===== config.mk =====
export PLATFORM = sky130hd
export DESIGN_NAME = afrb_queue
export DESIGN_NICKNAME = d
export VERILOG_FILES = /design/src/rtl/afrb_pkg.sv /design/src/rtl/afrb_queue.sv
export SDC_FILE = /design/constraint.sdc
export NUM_CORES = 1
export LEC_CHECK = 0
export BUFFER_PORTS_ARGS = -buffer_cell sky130_fd_sc_hd__buf_2
export CAP_MARGIN = 20
export CORE_ASPECT_RATIO = 0.8
export CORE_MARGIN = 4
export CORE_UTILIZATION = 40
export DETAILED_ROUTE_END_ITERATION = 10
export PLACE_DENSITY = 0.75
export REMOVE_ABC_BUFFERS = 1
export SLEW_MARGIN = 10
export SYNTH_ARGS = -nofsm -noshare
export SYNTH_HDL_FRONTEND = slang
export SYNTH_SLANG_ARGS = --single-unit

===== constraint.sdc =====
create_clock -name i_clk -period 9.4 [get_ports i_clk]
set_input_delay 1.41 -clock i_clk [delete_from_list [all_inputs] [get_ports i_clk]]
set_output_delay 1.41 -clock i_clk [all_outputs]
set_load 0.01 [all_outputs]

===== src/rtl/afrb_pkg.sv =====
`timescale 1ns / 1ps
// Shared types and constants for the ADC frame ring buffer.
// Used by every module of the block; depends on nothing.
package afrb_pkg;

    localparam int SAMPLE_W    = 12;
    localparam int STAMP_W     = 32;
    localparam int COUNT_W     = 32;
    localparam int USED_W      = 7;
    localparam int LEVEL_W     = 8;
    localparam int SLOT_MAX_W  = 8;
    localparam int INDEX_MAX_W = 7;
    localparam int CFG_IDX_W   = 4;
    localparam int CFG_DATA_W  = 8;

    localparam logic [CFG_IDX_W-1:0] CFG_POLICY = 4'd0;
    localparam logic [CFG_IDX_W-1:0] CFG_USED   = 4'd1;
    localparam logic [USED_W-1:0]    USED_RESET = 7'd32;

    typedef enum logic [1:0] {
        REQ_PUSH  = 2'd0,
        REQ_READ  = 2'd1,
        REQ_CLEAR = 2'd2,
        REQ_NONE  = 2'd3
    } t_req_type;

    typedef enum logic [1:0] {
        ST_FRAME = 2'd0,
        ST_EMPTY = 2'd1,
        ST_CLEAR = 2'd2
    } t_status;

    typedef struct packed {
        t_req_type             req_type;
        logic [SAMPLE_W-1:0]   sample;
        logic                  frame_end;
        logic [STAMP_W-1:0]    time_ms;
    } t_req;

    typedef struct packed {
        t_status               status;
        logic [SAMPLE_W-1:0]   word;
        logic                  last;
        logic [STAMP_W-1:0]    frame_time;
        logic [COUNT_W-1:0]    frame_number;
        logic [USED_W-1:0]     used_words_out;
        logic [LEVEL_W-1:0]    level;
        logic                  full_res;
        logic [COUNT_W-1:0]    total_frames;
        logic [COUNT_W-1:0]    lost_frames;
    } t_res;

    // Write port of the sample and metadata stores, driven by the front end.
    typedef struct packed {
        logic                   word_we;
        logic                   meta_we;
        logic [SLOT_MAX_W-1:0]  slot;
        logic [INDEX_MAX_W-1:0] index;
        logic [SAMPLE_W-1:0]    sample;
        logic [STAMP_W-1:0]     stamp;
        logic [COUNT_W-1:0]     seq;
    } t_mem_wr;

    // One queued job for the back end, with the statistics taken after its request.
    typedef struct packed {
        t_status               status;
        logic [SLOT_MAX_W-1:0] slot;
        logic [LEVEL_W-1:0]    level;
        logic                  full_res;
        logic [COUNT_W-1:0]    total_frames;
        logic [COUNT_W-1:0]    lost_frames;
    } t_cmd;

endpackage


===== src/rtl/afrb_queue.sv =====
`timescale 1ns / 1ps
// Two-entry job queue between the front end and the back end.
// Depends on afrb_pkg.
module afrb_queue (
    input  logic             i_clk,
    input  logic             i_rst_n,
    input  logic             i_push,
    input  afrb_pkg::t_cmd   i_data,
    input  logic             i_pop,
    output afrb_pkg::t_cmd   o_data,
    output logic             o_empty
);

    afrb_pkg::t_cmd  r_entry [2];
    logic            r_head, n_head;
    logic            r_tail, n_tail;
    logic [1:0]      r_count, n_count;

    always_comb begin
        n_head  = r_head;
        n_tail  = r_tail;
        n_count = r_count;
        if (i_push) begin
            n_tail = ~r_tail;
        end
        if (i_pop) begin
            n_head = ~r_head;
        end
        if (i_push && !i_pop) begin
            n_count = r_count + 1'b1;
        end else if (i_pop && !i_push) begin
            n_count = r_count - 1'b1;
        end
    end

    always_ff @(posedge i_clk) begin
        if (!i_rst_n) begin
            r_head  <= 1'b0;
            r_tail  <= 1'b0;
            r_count <= '0;
        end else begin
            r_head  <= n_head;
            r_tail  <= n_tail;
            r_count <= n_count;
        end
    end

    always_ff @(posedge i_clk) begin
        if (i_push) begin
            r_entry[r_tail] <= i_data;
        end
    end

    assign o_data  = r_entry[r_head];
    assign o_empty = (r_count == '0);

endmodule


# == Yosys cells after proc, flatten, opt, wreduce, memory -nomap -nowiden ==
# Memories as Yosys holds them, arrays and structs flattened. A register that Yosys moved wholly into a read port is not among the register bits.
# Cells that the tools add are included.
# Widths: inputs -> output; s select.
# classes
n_mul,0
reduce_logical,6
mux,6
n_shift,0
n_eq_ne,0
n_lt_le_gt_ge,0
n_addsub,2
n_div,0
bitwise,2
# ops
op,count
$mux 1,4
$mux 2,2
$add 2x1->2 const B,1
$logic_and 1x1->1,2
$logic_not 1->1,2
$logic_not 2->1,1
$not 1->1,2
$reduce_bool 2->1,1
$sub 2x1->2 const B,1
# word_totals
latchBits,0
register_bits,4
inputBits,87
n_memories,1
output_inout_bits,84
rom_bits,0
ram_bits,166
# mem_list
memory,depth,width,rd,rd_clocked_by_memory_dff,write_ports,line_no,source
r_entry,2,83,1,1,1,afrb_queue.sv:14,afrb_pkg::t_cmd r_entry [2];

# == Logic depth before layout (Yosys ltp) ==
# Gate-level depths: netlist of run 1.
# depth
depth_word,4
mapped_depth,5
depth_no_buf,5

# == Worst setup path after synthesis of run 1 ==
# OpenSTA, ideal clock, no wires.
# synth_path
path_kind,input to register
startpoint,input port i_push
endpoint,memory r_entry[0][0] in the netlist's numbering (enable)
cell_stages,1
n_path_buf,0
slack_ns,3.797
arrival_ns,5.067
required_ns,8.864
cell_sequence,nor2b_1
# synth_between
elab_chain_len,2
# synth_rtl
element,line_no,source
from (decl),afrb_queue.sv:7,"input logic i_push,"
$mux 1,afrb_queue.sv:49,if (i_push) begin
$mux 1 (implied by the code),afrb_queue.sv:50,r_entry[r_tail] <= i_data;
to (decl),afrb_queue.sv:14,
# No other way between the ends.

==> results of run 1 <==
[critical path: cells and delay by family, from the launching register on]
| kind | cells | cell delay, ns |
|---|---|---|
| buffers and inverters | 2 | 0.45 |
| flip-flops | 1 | 0.71 |
| multiplexers | 1 | 0.38 |
[final cells by class]
cell class                      instances  area, sq um  area share [%]
Sequential cell                       171         5090            64.3
Tap cell                              210          263            3.32
Multi-Input combinational cell         98         1050            13.3
Inverter                                1         3.75          0.0474
Clock inverter                         13          150            1.90
Timing Repair Buffer                  174          926            11.7
Clock buffer                           19          433            5.47
[logic make-up after synthesis]
| kind of cell | after synthesis | synth area share (%) |
|---|---|---|
| XOR/XNOR | 3 | 0.422 |
| AO/OA/AOI/OAI | 3 | 0.322 |
| AND/OR/NAND/NOR | 8 | 0.764 |
| buffers and inverters | 10 | 1.59 |
| adder cells (fa/ha/maj) | 1 | 0.201 |
| flip-flops | 171 | 81.7 |
| multiplexers | 83 | 15.0 |
[cell usage in the layout, fill, tap and decap left out, types with 2 or more instances in the layout]
master,n
clkbuf_16,17
dfxtp_1,4
buf_12,2
buf_2,170
clkinv_1,3
and2_1,3
clkbuf_1,2
bufinv_16,3
edfxtp_1,166
clkinv_2,3
xor2_1,2
clkinv_4,2
mux2_2,83
[worst paths after layout]
path | from | end | depth (start not counted)
setup / recovery | flip-flop | o_data[18] | 3
hold / removal | r_count[1] | r_count[1] | 2
setup reg to reg | r_tail | r_entry[1][18] | 2
hold reg to reg | r_count[1] | r_count[1] | 2
[routing by layer]
metal	up-vias	global-route usage (%)
met4	2	4.71
li1	1474	-
met2	115	21.8
met3	12	5.44
met5	-	0
met1	1557	15.8
[flip-flops by register name (all words and copies together) (netlist names), named ones only]
signal and count:
r_tail 1, r_count 2, r_head 1, r_entry 166
[cell usage after synthesis, drive strengths merged]
cell and count:
buf 9, nor2b 2, dfxtp 5, nor2 1, inv 1, xor2 2, a21boi 1, and2 4
edfxtp 166, ha 1, or3 1, o21ai 1, mux2 83, o21a 1, xnor2 1
[report_power, final]
group	total [W]	leakage, nW	switching (W)	internal, W
sequential	0.000897	1.60	0.0000162	0.000881
clock	0.000686	0.284	0.000271	0.000415
combinational	0.000164	1.07	0.0000821	0.0000820
total	0.00175	2.95	0.000369	0.00138
[per-stage QoR]
stage          std cells  worst slack (ns)
4_1_cts              683              5.82
3_3_place_gp         651              6.30
2_1_floorplan        270              3.80
6_report             686              5.99
3_5_place_dp         651              6.28
5_1_grt              686              5.89
==> results.sh, run 1 <==
export IMPL_ios=171
export IMPL_vias_per_cell=4.61
export IMPL_rows=40
export IMPL_drc=0
export IMPL_slew_violations=0
export IMPL_clock_path_buffers=2
export IMPL_setup_worst_path_class="flip-flop to output port"
export IMPL_ir_drop_mv=0.131
export IMPL_nFillCells=1245
export IMPL_cts_tree="done"
export IMPL_grt_pass1_wl_mm=18.0
export IMPL_hpwl_mm=7.21
export IMPL_hold_slack_ns=0.560
export IMPL_slowest_delay_ns=0.71
export IMPL_portBuffers=170
export IMPL_utilization_pct=52.4
export IMPL_crit_fanout=42
export IMPL_arrival_ns=2.00
export IMPL_synth_area_sq_um=6220
export IMPL_gr_total_overflow=0
export IMPL_drive_gt1_share_pct=60.3
export IMPL_cap_violations=0
export IMPL_rrSetupSlack_ns=7.75
export IMPL_vias=3160
export IMPL_tns_ns=0
export IMPL_powerDensity_nw_per_um2=221
export IMPL_ys_ff_latch=171
export IMPL_syn_inst=279
export IMPL_worst_slew_pin_slew_ns=0.662
export IMPL_synth_cell_type_count=16
export IMPL_clock_skew_ns=0.00500
export IMPL_routed_wl_mm=11.4
export IMPL_outcome="finished, final reports clean"
export IMPL_top_layer_used="met5"
export IMPL_synth_area_leaders="edfxtp_1, mux2_2, dfxtp_1, buf_6, and2_1"
export IMPL_clk_latency_ns=0.41
export IMPL_clock_fmax_ghz=0.294
export IMPL_ys_seq_area_share_pct=81.7
export IMPL_htree_levels=4
export IMPL_slew_headroom_pct=55.9
export IMPL_cp_slowest_cell="dfxtp_4"
export IMPL_clk_pin_slew_worst_paths_ns=0.06
export IMPL_fin_nets=551
export IMPL_dr_pass1_iters=4
export IMPL_final_area_sq_um=7920
export IMPL_startpoint_type="flip-flop"
export IMPL_dieArea_sq_um=17600
export IMPL_met2_length_mm=5.49
export IMPL_drtIter0Drc=150
export IMPL_die_y_um=120
export IMPL_syn_area_per_cell_sq_um=22.3
export IMPL_grt_pass1_vias=3511
export IMPL_holdBufCountCts=0
export IMPL_hold_viol_final=0
export IMPL_post_route_min_period_ns=3.41
export IMPL_syn_to_final_growth_pct=27.2
export IMPL_worstSetupEndpointType="output port"
export IMPL_wl_per_cell_um=16.6
export IMPL_met1Wirelength_mm=4.98
export IMPL_detail_route_antenna_nets=0
export IMPL_worstHoldPathType="flip-flop to flip-flop"
export IMPL_p_total_w=0.00175
export IMPL_gp_congestion=0.686
export IMPL_worstPathRequired_ns=7.99
export IMPL_grt_max_degree=85
export IMPL_coreArea_sq_um=15100
export IMPL_rsz0062_at_grt="no"
export IMPL_met3_length_um=836
export IMPL_min_period_over_period_pct=36.2
export IMPL_post_cts_resized=0
export IMPL_dieWidth_um=147
export IMPL_path_cells="buf_12 > mux2_2 > buf_2"
export IMPL_setup_violations_final=0
export IMPL_cts_buffers=17
export IMPL_synth_top_area_share_pct=80.1
export IMPL_cts_root_buffer="clkbuf_16"
export IMPL_yosysTopAreaCell="edfxtp_1"
export IMPL_p_leak_nw=2.95
export IMPL_cts_setup_buffers=0
export IMPL_start_util_pct=41.2
export IMPL_yosysWarnings=0
export IMPL_cts_sinks=171
export IMPL_placed_area_sq_um=7260
export IMPL_antenna_found_initial=1
export IMPL_diodes=0
export IMPL_grt_total_usage_pct=13.2
No activity file was read; power rests on OpenSTA's default activity.
==> inputs of run 2 (changes only) <==
--- a/config.mk
+++ b/config.mk
@@ -5,13 +5,14 @@
 export SDC_FILE = /design/constraint.sdc
 export NUM_CORES = 1
 export LEC_CHECK = 0
+export ABC_AREA = 1
 export BUFFER_PORTS_ARGS = -buffer_cell sky130_fd_sc_hd__buf_2
 export CAP_MARGIN = 20
 export CORE_ASPECT_RATIO = 0.8
 export CORE_MARGIN = 4
 export CORE_UTILIZATION = 40
 export DETAILED_ROUTE_END_ITERATION = 10
-export PLACE_DENSITY = 0.75
+export PLACE_DENSITY = 0.77
 export REMOVE_ABC_BUFFERS = 1
 export SLEW_MARGIN = 10
 export SYNTH_ARGS = -nofsm -noshare
==> constraint.sdc (replaced) <==
create_clock -name i_clk -period 3.07 [get_ports i_clk]
set_input_delay 0.4605 -clock i_clk [delete_from_list [all_inputs] [get_ports i_clk]]
set_output_delay 0.4605 -clock i_clk [all_outputs]
set_load 0.01 [all_outputs]
==> run 2 against run 1 <==
Largest cell class unchanged. Final area up 2.3%. Critical path type unchanged. Critical endpoint is now o_data[0]. Clock-buffer cell count is 5 higher. Die area rose by 5.1%. Total power grew to 2.9 times the previous value. Worst setup slack worse by 5.2 ns. Largest power group unchanged. Final cell count grew 2.9%. Critical path depth unchanged. Global-route usage is 0.39 points lower. Wire length grew 3.3%.
==> results.sh, run 2 <==
export IMPL_outcome="finished, final reports clean"
export IMPL_setup_worst_path_class="flip-flop to output port"
export IMPL_drive_gt1_share_pct=58.2
export IMPL_hpwl_mm=8.08
export IMPL_hold_viol_final=0
export IMPL_synth_top_area_share_pct=76.0
export IMPL_grt_pass1_vias=3434
export IMPL_synth_top_family_by_area="multiplexers"
export IMPL_p_clk_share_pct=35.8
export IMPL_vias=3243
export IMPL_dieWidth_um=151
export IMPL_min_path_cells=1
export IMPL_ys_ff_latch=171
export IMPL_htree_levels=4
export IMPL_diodes=0
export IMPL_worstHoldPathType="input pin to flip-flop"
export IMPL_die_y_um=123
export IMPL_combinationalPowerShare_pct=10.4
export IMPL_arrival_ns=1.83
export IMPL_clk_latency_ns=0.42
export IMPL_gp_congestion=0.661
export IMPL_cts_tree="done"
export IMPL_worstPathRequired_ns=2.61
export IMPL_clock_path_buffers=2
export IMPL_synthArstFlopShare_pct=0
export IMPL_routed_wl_mm=11.8
export IMPL_synth_area_sq_um=6560
export IMPL_worst_slew_pin_slew_ns=0.611
export IMPL_p_sw_share_pct=21.5
export IMPL_vias_per_cell=4.59
export IMPL_grt_max_degree=49
export IMPL_drtIter0Drc=144
export IMPL_final_cell_mix="buf_2, edfxtp_1, mux2_4, clkbuf_16, mux2_2"
export IMPL_rows=41
export IMPL_rrSetupSlack_ns=1.65
export IMPL_grt_pass1_wl_mm=17.8
export IMPL_syn_area_per_cell_sq_um=22.5
export IMPL_worstSetupEndpointType="output port"
export IMPL_gr_total_overflow=0
export IMPL_slew_violations=0
export IMPL_rr_endpoint="r_entry[1][19]"
export IMPL_reg2reg_from="r_tail"
export IMPL_yosysMostFrequentCell="edfxtp_1"
export IMPL_start_util_pct=41.1
export IMPL_cts_root_buffer="clkbuf_16"
export IMPL_synth_xor_area_share_pct=0
export IMPL_synth_common_cells="edfxtp_1, mux2_4, mux2_2"
export IMPL_synth_compound_area_share_pct=0.153
export IMPL_final_common_cell="buf_2"
export IMPL_r2r_cells=3
export IMPL_finalNonFillerCells=706
export IMPL_grt_total_usage_pct=12.9
export IMPL_crit_fanout=35
export IMPL_synth_mux_area_share_pct=18.2
export IMPL_ios=171
export IMPL_post_cts_resized=0
export IMPL_synth_edff_count=166
export IMPL_clock_fmax_ghz=0.436
export IMPL_yosysWarnings=0
export IMPL_p_leak_nw=3.21
export IMPL_tns_ns=0
export IMPL_regMostFlops="r_entry"
export IMPL_wl_per_cell_um=16.7
export IMPL_syn_to_final_growth_pct=23.4
export IMPL_portBuffers=170
export IMPL_utilization_pct=50.7
export IMPL_cap_violations=0
export IMPL_synth_fa_ha_area_share_pct=0.191
export IMPL_synth_cell_type_count=15
export IMPL_setup_violations_final=0
export IMPL_coreArea_sq_um=16000
export IMPL_holdBufCountCts=0
export IMPL_ir_drop_mv=0.383
export IMPL_dieArea_sq_um=18500
export IMPL_fin_nets=566
export IMPL_startpoint_type="flip-flop"
export IMPL_dr_pass1_iters=4
export IMPL_cts_sinks=171
export IMPL_cts_setup_buffers=0
export IMPL_slew_headroom_pct=59.3
export IMPL_final_area_sq_um=8100
export IMPL_largest_registers="r_entry x166, r_count x2"
export IMPL_seqPwrFrac_pct=53.7
export IMPL_placed_cells=674
export IMPL_min_period_over_period_pct=74.7
export IMPL_clk_pin_slew_worst_paths_ns=0.06
export IMPL_post_route_min_period_ns=2.29
export IMPL_p_total_w=0.00509
export IMPL_ys_seq_area_share_pct=77.5
export IMPL_p_switching_w=0.00109
export IMPL_internal_power_w=0.00399
export IMPL_holdPathEnd="r_entry[1][27]"
export IMPL_worstHoldStart="i_data[27]"
export IMPL_antenna_found_initial=2
export IMPL_cts_buffers=17
export IMPL_rsz0062_at_grt="no"
export IMPL_largest_reg_flops=166
export IMPL_synth_area_leaders="edfxtp_1, mux2_4, mux2_2, buf_12, dfxtp_1"
export IMPL_ys_flop_type="edfxtp_1"
export IMPL_synthSimpleGateAreaFrac_pct=1.09
export IMPL_placed_area_sq_um=7600
export IMPL_yosysTopAreaCell="edfxtp_1"
export IMPL_drc=0
export IMPL_detail_route_antenna_nets=0
export IMPL_syn_inst=292
export IMPL_clock_skew_ns=0.00800
export IMPL_powerDensity_nw_per_um2=628
-- run 2: cell type report --
cell class	count	area, sq um
fill	1297	7860
sequential	171	5090
multi-input combinational	104	1300
timing repair buffer	176	908
clock buffer	24	452
tap	215	269
clock inverter	8	47.5
inverter	8	31.3
-- run 2: power by group through the flow --
stage	Sequential [W]	Combinational [W]	Clock, W
finish	0.00273	0.000530	0.00182
CTS	0.00274	0.000542	0.00188
floorplan	0.00282	0.000305	0
global placement	0.00278	0.000523	0
global route	0.00274	0.000574	0.00198
detailed placement	0.00278	0.000540	0
-- run 2: critical path, stage by stage (launching register included) --
cell	delay (ns)
dfxtp_4	0.35
buf_4	0.49
mux2_2	0.40
buf_2	0.14
-- run 2: worst max-delay path by stage --
| stage | startpoint | end |
|---|---|---|
| final | flip-flop | o_data[0] |
| after floorplan | i_push | r_entry[0][0] |
| after detailed placement | flip-flop | o_data[2] |
| after global placement | flip-flop | o_data[0] |
| after CTS | flip-flop | o_data[2] |
| after global routing | flip-flop | o_data[2] |
-- run 2: stage by stage --
| step | setup WS, ns | hold WS (ns) |
|---|---|---|
| floorplan | -1.43 | 0.463 |
| global placement | 1.22 | 0.472 |
| detailed placement | 1.20 | 0.506 |
| CTS | 0.737 | 0.208 |
| global route | 0.690 | 0.208 |
| finish | 0.777 | 0.231 |
-- run 2: per-layer routing --
metal | vias up | wire length (um) | GRT usage (%)
li1 | 1513 | - | -
met1 | 1589 | 4780 | 15.4
met2 | 120 | 5760 | 20.7
met3 | 17 | 1090 | 5.72
met4 | 4 | 141 | 4.59
met5 | - | 21 | 0
-- run 2: cells by family (layout without fill, tap and decap cells) --
kind of cell	count (synthesis)	count (layout)
compound gates	2	2
fa+ha+maj	1	1
buf+inv	17	216
flops	171	171
mux	83	83
simple gates	18	18
