<file path="config.mk">
export PLATFORM = sky130hd
export DESIGN_NAME = afrb_front
export DESIGN_NICKNAME = d
export VERILOG_FILES = /design/src/rtl/afrb_pkg.sv /design/src/rtl/afrb_front.sv
export SDC_FILE = /design/constraint.sdc
export NUM_CORES = 1
export LEC_CHECK = 0
export BUFFER_PORTS_ARGS = -buffer_cell sky130_fd_sc_hd__buf_4
export CAP_MARGIN = 10
export CELL_PAD_IN_SITES_DETAIL_PLACEMENT = 1
export CELL_PAD_IN_SITES_GLOBAL_PLACEMENT = 1
export CORE_UTILIZATION = 30
export CTS_CLUSTER_DIAMETER = 60
export DETAILED_ROUTE_END_ITERATION = 10
export HOLD_SLACK_MARGIN = 0.06
export PLACE_DENSITY = 0.74
export SLEW_MARGIN = 0
export SYNTH_ARGS = -nofsm -noshare
export SYNTH_HDL_FRONTEND = slang
export SYNTH_SLANG_ARGS = --single-unit
</file>
<file path="constraint.sdc">
create_clock -name i_clk -period 2.1 [get_ports i_clk]
set_clock_uncertainty 0.05 [all_clocks]
set_input_delay 0.42 -clock i_clk [delete_from_list [all_inputs] [get_ports i_clk]]
set_output_delay 0.42 -clock i_clk [all_outputs]
set_load 0.05 [all_outputs]
</file>
<file path="src/rtl/afrb_pkg.sv">
`timescale 1ns / 1ps
// Shared types and constants for the ADC frame ring buffer.
// Used by every module of the block; depends on nothing.
package afrb_pkg;

    localparam int SAMPLE_W    = 12;
    localparam int STAMP_W     = 32;
    localparam int COUNT_W     = 32;
    localparam int USED_W      = 7;
    localparam int LEVEL_W     = 8;
    localparam int SLOT_MAX_W  = 8;
    localparam int INDEX_MAX_W = 7;
    localparam int CFG_IDX_W   = 4;
    localparam int CFG_DATA_W  = 8;

    localparam logic [CFG_IDX_W-1:0] CFG_POLICY = 4'd0;
    localparam logic [CFG_IDX_W-1:0] CFG_USED   = 4'd1;
    localparam logic [USED_W-1:0]    USED_RESET = 7'd32;

    typedef enum logic [1:0] {
        REQ_PUSH  = 2'd0,
        REQ_READ  = 2'd1,
        REQ_CLEAR = 2'd2,
        REQ_NONE  = 2'd3
    } t_req_type;

    typedef enum logic [1:0] {
        ST_FRAME = 2'd0,
        ST_EMPTY = 2'd1,
        ST_CLEAR = 2'd2
    } t_status;

    typedef struct packed {
        t_req_type             req_type;
        logic [SAMPLE_W-1:0]   sample;
        logic                  frame_end;
        logic [STAMP_W-1:0]    time_ms;
    } t_req;

    typedef struct packed {
        t_status               status;
        logic [SAMPLE_W-1:0]   word;
        logic                  last;
        logic [STAMP_W-1:0]    frame_time;
        logic [COUNT_W-1:0]    frame_number;
        logic [USED_W-1:0]     used_words_out;
        logic [LEVEL_W-1:0]    level;
        logic                  full_res;
        logic [COUNT_W-1:0]    total_frames;
        logic [COUNT_W-1:0]    lost_frames;
    } t_res;

    // Write port of the sample and metadata stores, driven by the front end.
    typedef struct packed {
        logic                   word_we;
        logic                   meta_we;
        logic [SLOT_MAX_W-1:0]  slot;
        logic [INDEX_MAX_W-1:0] index;
        logic [SAMPLE_W-1:0]    sample;
        logic [STAMP_W-1:0]     stamp;
        logic [COUNT_W-1:0]     seq;
    } t_mem_wr;

    // One queued job for the back end, with the statistics taken after its request.
    typedef struct packed {
        t_status               status;
        logic [SLOT_MAX_W-1:0] slot;
        logic [LEVEL_W-1:0]    level;
        logic                  full_res;
        logic [COUNT_W-1:0]    total_frames;
        logic [COUNT_W-1:0]    lost_frames;
    } t_cmd;

endpackage

</file>
<file path="src/rtl/afrb_front.sv">
`timescale 1ns / 1ps
// Front end: configuration registers, ring pointers, counters and request decode.
// Depends on afrb_pkg.
module afrb_front #(
    parameter int FRAME_WORDS = 32,
    parameter int SLOTS       = 16
) (
    input  logic                               i_clk,
    input  logic                               i_rst_n,
    input  logic                               i_accept,
    input  afrb_pkg::t_req                     i_req,
    input  logic                               i_cfg_we,
    input  logic [afrb_pkg::CFG_IDX_W-1:0]     i_cfg_index,
    input  logic [afrb_pkg::CFG_DATA_W-1:0]    i_cfg_data,
    output logic [afrb_pkg::USED_W-1:0]        o_used_words,
    output afrb_pkg::t_mem_wr                  o_mem_wr,
    output logic                               o_cmd_push,
    output afrb_pkg::t_cmd                     o_cmd
);

    localparam int SW     = $clog2(SLOTS);
    localparam int FILL_W = $clog2(FRAME_WORDS + 1);

    logic [SW-1:0]                   r_wr_slot, n_wr_slot;
    logic [SW-1:0]                   r_rd_slot, n_rd_slot;
    logic [FILL_W-1:0]               r_fill, n_fill;
    logic [afrb_pkg::COUNT_W-1:0]    r_acq, n_acq;
    logic [afrb_pkg::COUNT_W-1:0]    r_lost, n_lost;
    logic                            r_policy;
    logic [afrb_pkg::USED_W-1:0]     r_used;

    logic [SW-1:0]                   wr_next;
    logic [SW-1:0]                   rd_next;
    logic                            ring_empty;
    logic                            ring_full;
    logic [SW:0]                     level_now;

    assign wr_next    = (r_wr_slot == SW'(SLOTS - 1)) ? '0 : r_wr_slot + 1'b1;
    assign rd_next    = (r_rd_slot == SW'(SLOTS - 1)) ? '0 : r_rd_slot + 1'b1;
    assign ring_empty = (r_wr_slot == r_rd_slot);
    assign ring_full  = (wr_next == r_rd_slot);

    always_comb begin
        level_now = {1'b0, r_wr_slot} - {1'b0, r_rd_slot};
        if (r_wr_slot < r_rd_slot) begin
            level_now = level_now + (SW + 1)'(SLOTS);
        end
    end

    always_comb begin
        n_wr_slot  = r_wr_slot;
        n_rd_slot  = r_rd_slot;
        n_fill     = r_fill;
        n_acq      = r_acq;
        n_lost     = r_lost;
        o_mem_wr   = '0;
        o_cmd_push = 1'b0;
        o_cmd      = '0;
        o_mem_wr.slot   = afrb_pkg::SLOT_MAX_W'(r_wr_slot);
        o_mem_wr.index  = afrb_pkg::INDEX_MAX_W'(r_fill);
        o_mem_wr.sample = i_req.sample;
        o_mem_wr.stamp  = i_req.time_ms;
        o_mem_wr.seq    = r_acq;
        // A result always follows a read or a clear, neither of which leaves the ring full.
        o_cmd.full_res     = 1'b0;
        o_cmd.total_frames = r_acq;
        o_cmd.lost_frames  = r_lost;
        if (i_accept) begin
            unique case (i_req.req_type)
                afrb_pkg::REQ_PUSH: begin
                    if (r_fill < FILL_W'(FRAME_WORDS)) begin
                        o_mem_wr.word_we = 1'b1;
                        n_fill           = r_fill + 1'b1;
                    end
                    if (i_req.frame_end) begin
                        n_fill = '0;
                        n_acq  = r_acq + 1'b1;
                        if (ring_full) begin
                            n_lost = r_lost + 1'b1;
                        end
                        if (!(ring_full && r_policy)) begin
                            if (ring_full) begin
                                n_rd_slot = rd_next;
                            end
                            o_mem_wr.meta_we = 1'b1;
                            n_wr_slot        = wr_next;
                        end
                    end
                end
                afrb_pkg::REQ_READ: begin
                    o_cmd_push = 1'b1;
                    if (ring_empty) begin
                        o_cmd.status = afrb_pkg::ST_EMPTY;
                        o_cmd.level  = '0;
                    end else begin
                        o_cmd.status = afrb_pkg::ST_FRAME;
                        o_cmd.slot   = afrb_pkg::SLOT_MAX_W'(r_rd_slot);
                        o_cmd.level  = afrb_pkg::LEVEL_W'(level_now - 1'b1);
                        n_rd_slot    = rd_next;
                    end
                end
                afrb_pkg::REQ_CLEAR: begin
                    n_wr_slot          = '0;
                    n_rd_slot          = '0;
                    n_fill             = '0;
                    n_acq              = '0;
                    n_lost             = '0;
                    o_cmd_push         = 1'b1;
                    o_cmd.status       = afrb_pkg::ST_CLEAR;
                    o_cmd.level        = '0;
                    o_cmd.total_frames = '0;
                    o_cmd.lost_frames  = '0;
                end
                afrb_pkg::REQ_NONE: begin
                end
            endcase
        end
    end

    always_ff @(posedge i_clk) begin
        if (!i_rst_n) begin
            r_wr_slot <= '0;
            r_rd_slot <= '0;
            r_fill    <= '0;
            r_acq     <= '0;
            r_lost    <= '0;
            r_policy  <= 1'b0;
            r_used    <= afrb_pkg::USED_RESET;
        end else begin
            r_wr_slot <= n_wr_slot;
            r_rd_slot <= n_rd_slot;
            r_fill    <= n_fill;
            r_acq     <= n_acq;
            r_lost    <= n_lost;
            if (i_cfg_we && (i_cfg_index == afrb_pkg::CFG_POLICY)) begin
                r_policy <= i_cfg_data[0];
            end
            if (i_cfg_we && (i_cfg_index == afrb_pkg::CFG_USED)) begin
                r_used <= i_cfg_data[afrb_pkg::USED_W-1:0];
            end
        end
    end

    assign o_used_words = r_used;

endmodule

</file>
### Word-level counts from Yosys, hierarchy flattened

Index checks and enable logic that the tools add are counted.
Widths: inputs -> output; s select.

* add/sub/neg operators: 8
* $lt $le $gt $ge: 2
* equality and inequality tests: 12
* multiplexer cells: 35
* reductions and logical operators: 13

Operator list (count)
* $mux 64: 2
* $pmux 32 s2: 2
* $mux 32: 3
* $add 32x1->32 const B: 2
* $mux 4: 9
* $mux 8: 3
* $mux 18: 1
* $mux 6: 2
* $pmux 4 s3: 1
* $pmux 6 s2: 1
* $add 4x1->4 const B: 2
* $eq 4x4->1: 2
* $eq 4x4->1 const B: 2
* $ne 2x2->1 const B: 4
* $pmux 4 s2: 1
* $reduce_and 4->1: 2
* $add 6x1->6 const B: 1
* $lt 6x6->1 const B: 1
* $mux 1: 6
* $reduce_and 3->1: 2
* $reduce_and 6->1: 1
* $sub 5x1->6 const B: 1
* $add 5x5->5 const B: 1
* $mux 5: 1
* 14 further kinds: 17

* flip-flop bits (word level): 86
* input port bits: 63
* output and inout bits: 184

### Depth between registers and ports, before layout

Gate-level depths: netlist of run 1.

* depth in word-level cells: 8
* depth in mapped cells: 11
* depth with buffers taken out: 8

### Worst setup path before layout of run 1

Ideal clock, no wire load.

* kind: register -> output
* start: register r_wr_slot[0]
* end: output port o_cmd[71] (netlist name)
* data arrival time: 3.198 ns
* data required time: 1.630 ns
* path slack: -1.568 ns
* stages on the path, launching flop included: 9
* path buffers: 1
* cells stage by stage: dfxtp_1 -> inv_1 -> ha_1 -> inv_1 -> fa_1 -> inv_1 -> nand3_1 -> nor3_1 -> buf_4

RTL lines
* start: declaration: line afrb_front.sv:24 `logic [SW-1:0] r_wr_slot, n_wr_slot;`
* start signal: assignment: line afrb_front.sv:130 `r_wr_slot <= n_wr_slot;`
* end: declaration: line afrb_front.sv:18 `output afrb_pkg::t_cmd o_cmd`

==> results.cfg, run 1 <==
[logic_synthesis]
async_flop_share = 0
synthFlopType = dfxtp_1
synth_mux_area_frac = 0.0248
avgSynthCellArea_um2 = 8.00
syn_inst = 669
synth_edf_count = 0
synthDistinctLibCells = 49
ys_seq_elements = 86
yosys.area_share.simple = 0.304
seq_area_frac_synth = 0.322
syn_area_um2 = 5350
synth_fa_ha_area_frac = 0.0342
synth_top_family_by_area = simple AND/OR/NAND/NOR gates
synth_xor_area_frac = 0.0606
synth_compound_area_frac = 0.131
yosysWarnings = 0

[global_routing]
grt_max_degree = 31
gr-total-overflow = 0
antenna_found_initial = 0
grt_pass1_vias = 5636
grt_pass1_wl_um = 30100
grt_use_total = 0.211

[power]
leakage_nw = 3.46
peakVddDrop_mv = 0.424
pwr_density_cell_nw_per_um2 = 484

[floorplan]
initial_core_util = 0.308
rows = 48
fp.dieArea_um2 = 18400
fp.dieH_um = 136
die_w_um = 136
core_area_um2 = 17400
pin_count = 247

[setup_path]
critical_path_class = reg -> out
cp_max_fo = 3
critPathArrivalTime_ns = 2.14
worstPathRequired_ns = 1.63
endpoint_kind = primary output
startpoint_type = register

[layout]
fin_nets = 930
final_area_um2 = 8510
syn2layout_area_growth_pct = 59.1
fin_cells = 1083
layout-drive-gt1-share = 0.486
diodes = 0
fill_cells = 1994

[cts]
clk_path_buf_depth = 2
cts_hold_buf = 0
cts.sinks = 86
clkLatencyLatePin_ns = 0.36
cts-root-buf = clkbuf_16
cts_max_level = 3
path_clk_slew_ns = 0.07
cts_buffers = 9
cts_tree = yes

[timing]
holdWs_ns = 0.234
timing_hold_violations_final = 0
fmax_mhz = 383
finalWorstSetupSlack_ns = -0.514
final-setup-viol-count = 51
rsz0062_at_grt = true
period_share = 1.24
final.min_clock_period_ns = 2.61
final_max_slew_viol_count = 0

[detailed_routing]
drc = 0
routed_wl_um = 19300
vias = 5584
drtAntennaViolNets = 0
drt_iter0_drc = 204
wl_per_cell_um = 17.8
first_pass_iters = 4
via_per_inst = 5.16

[place]
dp_hpwl_um = 12100
port_buffers = 147
routabilityCongestion = 0.803
dpl.cell_count = 1039
place_area_um2 = 7100

[status]
status = finished with violations
violations = setup timing

[run]
drv_cap = 0

[worst_hold_path]
holdCritPathClass = in -> reg
## metrics by stage
step | setup slack [ns] | TNS, ns | util | power (mW)
2_1_floorplan | -0.533 | -8.98 | - | 2.28
3_3_place_gp | -0.220 | -6.84 | 0.409 | 2.22
3_5_place_dp | -0.252 | -8.74 | 0.409 | 2.23
4_1_cts | -0.508 | -10.99 | 0.472 | 4.12
5_1_grt | -0.573 | -18.37 | 0.490 | 4.26
6_report | -0.514 | -14.77 | 0.490 | 4.11
## synth_stat cells (2+ instances only)
| master | instances | area [um2] |
|---|---|---|
| a21oi_1 | 42 | 210 |
| a311oi_1 | 2 | 17.5 |
| a31oi_1 | 4 | 25.0 |
| and2_1 | 67 | 419 |
| and3_1 | 12 | 75.1 |
| and4_1 | 9 | 78.8 |
| buf_2 | 3 | 15.0 |
| buf_4 | 58 | 435 |
| buf_6 | 3 | 33.8 |
| clkbuf_1 | 27 | 101 |
| dfxtp_1 | 86 | 1720 |
| ha_1 | 13 | 163 |
| inv_1 | 16 | 60.1 |
| inv_2 | 2 | 7.51 |
| mux2_2 | 2 | 22.5 |
| mux2i_1 | 11 | 110 |
| nand2_1 | 39 | 146 |
| nand2b_1 | 2 | 12.5 |
| nand3_1 | 31 | 155 |
| nand3b_1 | 2 | 15.0 |
| nand4_1 | 22 | 138 |
| nand4b_1 | 2 | 17.5 |
| nor2_1 | 61 | 229 |
| nor3_1 | 6 | 30.0 |
| nor4_1 | 3 | 18.8 |
| o21a_1 | 5 | 37.5 |
| o21ai_0 | 21 | 105 |
| o31a_1 | 5 | 43.8 |
| o31ai_1 | 23 | 173 |
| o41ai_1 | 2 | 17.5 |
| or3_1 | 13 | 81.3 |
| or4_1 | 22 | 165 |
| or4b_1 | 2 | 20.0 |
| xnor2_1 | 10 | 87.6 |
| xor2_1 | 27 | 236 |
## final timing paths
path                              from                      endpoint  slack [ns]  cells after the start
max          r_wr_slot[0]$_SDFFE_PN0P_                     o_cmd[69]       -0.51                      9
min                      i_cfg_data[5]  o_used_words[5]$_SDFFE_PN1P_        0.23                      3
max reg2reg  r_wr_slot[0]$_SDFFE_PN0P_       r_lost[31]$_SDFFE_PN0P_       -0.39                     11
min reg2reg    r_lost[29]$_SDFFE_PN0P_       r_lost[29]$_SDFFE_PN0P_        0.45                      2
## metal layers
metal / wire [um] / up-vias / GRT usage
met4: 350 / 0 / 0.0699
met5: 0 / - / 0
met2: 9950 / 144 / 0.383
met1: 8280 / 2735 / 0.251
met3: 731 / 31 / 0.0318
li1: - / 2674 / -
## what timing repair did
| item | CTS | global route |
|---|---|---|
| setup buffers | 19 | 5 |
| cloned | 9 | 0 |
| endpoints found under the hold margin | 0 | 0 |
| pin swaps | 66 | 36 |
| setup endpoints to repair | 62 | 67 |
| gates resized for setup | 92 | 77 |
## cells in the final DEF (no fill, tap or decap), types with 9 or more instances in the layout
master and count:
nand2_1 37, a21oi_1 17, inv_1 11, buf_4 202, nor2_1 49, o21ai_0 17, buf_6 31, and3_1 9
conb_1 10, xor2_1 26, nand4_1 22, mux2i_1 11, a21oi_2 23, and2_1 64, or4_4 18, or3_1 9
dfxtp_1 67, o31ai_4 11, nand3_1 28, buf_12 9, dfxtp_2 17, clkbuf_16 9
## sequential cells by signal, indices dropped and copies added, names as in the netlist
name and cells:
r_fill 6, r_acq 32, r_wr_slot 4, r_policy 1, r_rd_slot 4, r_lost 32
o_used_words 7
## worst max-delay path, cell delays in order (launching register included)
cell and delay (ns):
dfxtp_4 0.38, inv_4 0.04, ha_4 0.14, inv_2 0.07, fa_2 0.44, inv_2 0.10, ha_4 0.14, nand3b_1 0.15
a21oi_4 0.16, buf_6 0.17
## power breakdown
part	switching, mW	total [mW]	internal (mW)
Combinational	0.421	0.757	0.336
Clock	0.743	1.71	0.962
Sequential	0.0139	1.65	1.64
## cell families after synthesis
family | Yosys count
buffers and inverters | 110
xor gates and xnor gates | 37
AOI/OAI and AO/OA | 112
DFF | 86
adders and majority gates | 14
muxes | 13
other | 1
and+or+nand+nor | 296
## final cells by class
| cell class | instances | area, um2 | area share |
|---|---|---|---|
| Sequential cell | 86 | 1750 | 0.206 |
| Multi-Input combinational cell | 482 | 3750 | 0.441 |
| Timing Repair Buffer | 256 | 2340 | 0.275 |
| Inverter | 18 | 73.8 | 0.00868 |
| Tap cell | 225 | 282 | 0.0331 |
| Clock buffer | 10 | 239 | 0.0281 |
| Clock inverter | 6 | 68.8 | 0.00809 |
Note: power is estimated with default switching activity, not from simulation.
==> inputs of run 2 (changes only) <==
--- a/config.mk
+++ b/config.mk
@@ -13,7 +13,7 @@
 export CTS_CLUSTER_DIAMETER = 60
 export DETAILED_ROUTE_END_ITERATION = 10
 export HOLD_SLACK_MARGIN = 0.06
-export PLACE_DENSITY = 0.74
+export PLACE_DENSITY = 0.87
 export SLEW_MARGIN = 0
 export SYNTH_ARGS = -nofsm -noshare
 export SYNTH_HDL_FRONTEND = slang
==> results.cfg, run 2 (synthesis results as in run 1) <==
[cts]
cts_max_level = 3
cts_buffers = 9
clk_path_buf_depth = 2
clkLatencyLatePin_ns = 0.35
cts.sinks = 86
cts_tree = yes
path_clk_slew_ns = 0.06
cts-root-buf = clkbuf_16
cts_hold_buf = 0

[power]
switching_share = 0.282
p_seq_frac = 0.389
power_switching_mw = 1.19
peakVddDrop_mv = 0.499
internal-power_mw = 3.04
finalPower_mw = 4.24
leakage_nw = 3.50
pwr_density_cell_nw_per_um2 = 493
pwr-share-clk = 0.423
combPwrFrac = 0.188

[timing]
final-setup-viol-count = 54
final_max_slew_viol_count = 0
final.min_clock_period_ns = 2.62
fmax_mhz = 382
timing_hold_violations_final = 0
finalWorstSetupSlack_ns = -0.515
holdWs_ns = 0.250
period_share = 1.25
rsz0062_at_grt = true

[floorplan]
rows = 48
core_area_um2 = 17400
die_w_um = 136
pin_count = 247
fp.dieH_um = 136
initial_core_util = 0.308
fp.dieArea_um2 = 18400

[setup_path]
endpoint_kind = primary output
cpMaxStageDelayCell = fa_2
critPathArrivalTime_ns = 2.15
startpoint_type = register
crit_path_max_incr_delay_ns = 0.44
cp_max_fo = 3
rr_endpoint = r_lost[31]$_SDFFE_PN0P_
r2r_cells = 11
cp_cell_sequence = inv_4 -> ha_4 -> inv_4 -> fa_2 -> inv_2 -> ha_4 -> nand3b_1 -> a21oi_4 -> buf_6
worstPathRequired_ns = 1.63
rrSetupSlack_ns = -0.46
r2r-start = r_wr_slot[0]$_SDFFE_PN0P_
critical_path_class = reg -> out

[global_routing]
grt_pass1_wl_um = 30500
antenna_found_initial = 0
grt_max_degree = 33
grt_use_total = 0.213
gr-total-overflow = 0
grt_pass1_vias = 5850

[layout]
diodes = 0
mostFrequentLayoutCell = buf_4
layout_common_cells = buf_4, dfxtp_1, and2_1
fill_cells = 2001
syn2layout_area_growth_pct = 60.6
layout-drive-gt1-share = 0.483
fin_nets = 933

[place]
port_buffers = 147
place_ws_ns = -0.289
routabilityCongestion = 0.799
dp_hpwl_um = 12700

[detailed_routing]
via_per_inst = 5.25
first_pass_iters = 4
routed_wl_um = 21000
vias = 5700
drt_iter0_drc = 240
drtAntennaViolNets = 0
drc = 0
wl_per_cell_um = 19.3

[worst_hold_path]
holdCritPathClass = in -> reg
min_to = o_used_words[5]$_SDFFE_PN1P_
worstHoldPathCells = 3
worstHoldStart = i_cfg_data[5]

[status]
status = finished with violations
violations = setup timing

[run]
drv_cap = 0
==> run 2: cell count changes in the layout (fill, tap and decap cells not counted), sizes merged <==
| cell | delta |
|---|---|
| clkinvlp | -1 |
| inv | +2 |
| buf | -1 |
| clkbuf | +4 |
| clkinv | -2 |
| bufinv | +1 |
==> run 2: layout make-up <==
class,instances,area [um2],share of cell area
clock buffer,10,229,0.0267
clock inverter,6,91.3,0.0106
inverter,18,78.8,0.00918
multi-input combinational,482,3760,0.438
sequential,86,1760,0.205
tap,225,282,0.0328
timing repair buffer,259,2390,0.278
==> run 2: worst max-delay path by stage <==
stage,startpoint,endpoint,slack (ns),cells after the start
after CTS,r_wr_slot[0]$_SDFFE_PN0P_,o_cmd[67],-0.49,9
after detailed placement,i_req[46],r_acq[22]$_SDFFE_PN0P_,-0.29,10
after floorplan,r_wr_slot[0]$_SDFFE_PN0P_,o_cmd[71],-0.53,8
after global routing,r_wr_slot[0]$_SDFFE_PN0P_,o_cmd[69],-0.57,9
after global placement,i_req[45],r_acq[18]$_SDFFE_PN0P_,-0.19,10
final,r_wr_slot[0]$_SDFFE_PN0P_,o_cmd[69],-0.52,9
==> run 2: power by group through the flow <==
stage               clock, mW  sequential (mW)  combinational [mW]
floorplan                   0             1.71               0.567
finish                   1.79             1.65               0.796
CTS                      1.82             1.65               0.701
global route             1.90             1.65               0.835
global placement            0             1.69               0.527
detailed placement          0             1.69               0.543
==> run 2: per-stage QoR <==
stage | instance area [um2] | instances | utilization | TNS, ns
after floorplan | 5620 | 678 | - | -8.98
after global placement | 7070 | 1035 | 0.407 | -5.69
after detailed placement | 7070 | 1035 | 0.407 | -9.74
after CTS | 8070 | 1075 | 0.465 | -15.60
after global routing | 8590 | 1086 | 0.495 | -19.62
final | 8590 | 1086 | 0.495 | -16.35
==> run 2: routing by layer <==
metal  part of all wire  track usage  up-vias
li1                   -            -     2664
met2               0.53        0.384      156
met4              0.027       0.0880        0
met1               0.40        0.245     2826
met5                  0            0        -
met3              0.041       0.0415       54
==> run 2: timing repair <==
item | CTS | global route
cloned | 6 | 5
endpoints found under the setup margin | 56 | 116
resized for setup | 87 | 83
pin swaps | 79 | 41
buffers inserted | 18 | 10
==> run 2: critical path, delay by kind of cell (launching register included) <==
| kind | cells | cell delay [ns] |
|---|---|---|
| adders and majority gates | 3 | 0.74 |
| DFF | 1 | 0.39 |
| and+or+nand+nor | 1 | 0.13 |
| buffers and inverters | 4 | 0.38 |
| AOI/OAI and AO/OA | 1 | 0.15 |
==> inputs of run 3 (changes only) <==
==> constraint.sdc (replaced) <==
create_clock -name i_clk -period 2.1 [get_ports i_clk]
set_clock_uncertainty 0.05 [all_clocks]
set_input_delay 0.105 -clock i_clk [delete_from_list [all_inputs] [get_ports i_clk]]
set_output_delay 0.105 -clock i_clk [all_outputs]
set_load 0.05 [all_outputs]
==> results.cfg, run 3 (synthesis results as in run 1) <==
[detailed_routing]
via_per_inst = 5.14
wl_per_cell_um = 17.1
drc = 0
drt_iter0_drc = 227
routed_wl_um = 17900
first_pass_iters = 4
drtAntennaViolNets = 0
vias = 5396

[power]
leakage_nw = 3.18
peakVddDrop_mv = 0.394
finalPower_mw = 3.97
pwr_density_cell_nw_per_um2 = 513

[global_routing]
grt_use_total = 0.194
grt_pass1_vias = 5443
grt_pass1_wl_um = 28100
grt_max_degree = 31
antenna_found_initial = 0
gr-total-overflow = 0

[floorplan]
fp.dieH_um = 136
die_w_um = 136
rows = 48
pin_count = 247
core_area_um2 = 17400
initial_core_util = 0.308
fp.dieArea_um2 = 18400

[setup_path]
r2r_cells = 9
endpoint_kind = register
cp_max_fo = 15
startpoint_type = register
rrSetupSlack_ns = -0.20
critPathArrivalTime_ns = 2.52
r2r-start = r_wr_slot[0]$_SDFFE_PN0P_
rr_endpoint = r_lost[26]$_SDFFE_PN0P_
worstPathRequired_ns = 2.32
critical_path_class = reg -> reg

[place]
routabilityCongestion = 0.814
place_ws_ns = -0.0585
dp_hpwl_um = 12000
port_buffers = 147
place_area_um2 = 6760

[layout]
layout-drive-gt1-share = 0.398
diodes = 0
fin_nets = 897
layout_common_cells = buf_4, and2_1, dfxtp_1
final_area_um2 = 7730
mostFrequentLayoutCell = buf_4
syn2layout_area_growth_pct = 44.6

[status]
violations = setup timing
status = finished with violations

[cts]
cts_tree = yes
clkLatencyLatePin_ns = 0.35
cts.sinks = 86
clk_path_buf_depth = 2
cts_buffers = 9
path_clk_slew_ns = 0.06
cts_max_level = 3
cts-root-buf = clkbuf_16

[worst_hold_path]
min_to = o_mem_wr[44]
holdCritPathClass = in -> out
worstHoldStart = i_req[12]
worstHoldPathCells = 0

[timing]
timing_hold_violations_final = 0
final_max_slew_viol_count = 0
final.min_clock_period_ns = 2.30
finalSetupTns_ns = -6.97
final-setup-viol-count = 47
rsz0062_at_grt = true
fmax_mhz = 435
period_share = 1.09
holdWs_ns = 0.160
finalWorstSetupSlack_ns = -0.198

[run]
drv_cap = 0
==> run 3: changes by cell type in the layout (fill, tap and decap cells not counted), moves of 6 or more <==
cell,change
a21oi_1,+6
dlygate4sd3_1,+11
o31ai_4,-10
nor2_4,-6
buf_4,-15
o31ai_1,+13
buf_12,-7
buf_6,-17
a21oi_2,-6
==> run 3: what timing repair did <==
item                                   CTS  global route
hold buffers                            11             0
buffers inserted                         5             5
setup endpoints to repair               32            60
gates resized for setup                 40            46
gates cloned                             3             1
endpoints found under the hold margin   10             0
pin swaps                               18            12
==> run 3: cell type report <==
cell class | count | area, um2
Clock buffer | 10 | 239
Fill cell | 2022 | 9620
Multi-Input combinational cell | 482 | 3410
Inverter | 18 | 72.6
Sequential cell | 86 | 1760
Timing Repair Buffer | 223 | 1900
Clock inverter | 6 | 70.1
Tap cell | 225 | 282
==> run 3: through the flow <==
stage / cells / util
3_3_place_gp: 1009 / 0.390
6_report: 1050 / 0.446
5_1_grt: 1050 / 0.446
4_1_cts: 1044 / 0.433
3_5_place_dp: 1009 / 0.390
2_1_floorplan: 678 / -
==> run 3: worst max path at each step <==
stage	start	to	slack [ns]	depth (start not counted)
detailed placement	r_wr_slot[1]$_SDFFE_PN0P_	r_lost[5]$_SDFFE_PN0P_	-0.06	8
global route	r_wr_slot[0]$_SDFFE_PN0P_	o_cmd[72]	-0.27	8
floorplan	r_wr_slot[0]$_SDFFE_PN0P_	o_cmd[71]	-0.22	8
global placement	r_wr_slot[1]$_SDFFE_PN0P_	r_lost[9]$_SDFFE_PN0P_	-0.03	8
finish	r_wr_slot[0]$_SDFFE_PN0P_	r_lost[26]$_SDFFE_PN0P_	-0.20	9
CTS	r_wr_slot[0]$_SDFFE_PN0P_	o_cmd[71]	-0.21	8
==> run 3: worst max-delay path, stage by stage, from the launching register on <==
cell,delay [ns]
dfxtp_4,0.36
buf_12,0.12
ha_4,0.17
xnor2_2,0.14
xnor2_1,0.18
o211ai_2,0.13
o21a_4,0.25
bufbuf_16,0.29
or4_1,0.39
a21oi_1,0.15
==> run 3: routing by layer <==
layer	track usage	part of all wire	wire length (um)
met5	0	0	0
met2	0.344	0.52	9260
met1	0.230	0.43	7660
met4	0.0668	0.017	303
met3	0.0389	0.039	698
==> run 3: where the power goes <==
group          internal, mW  switching, mW  total [mW]  leakage, nW
Clock                 0.961          0.724        1.69        0.141
Sequential             1.64         0.0121        1.65        0.705
Combinational         0.259          0.376       0.635         2.34
Total                  2.86           1.11        3.97         3.18
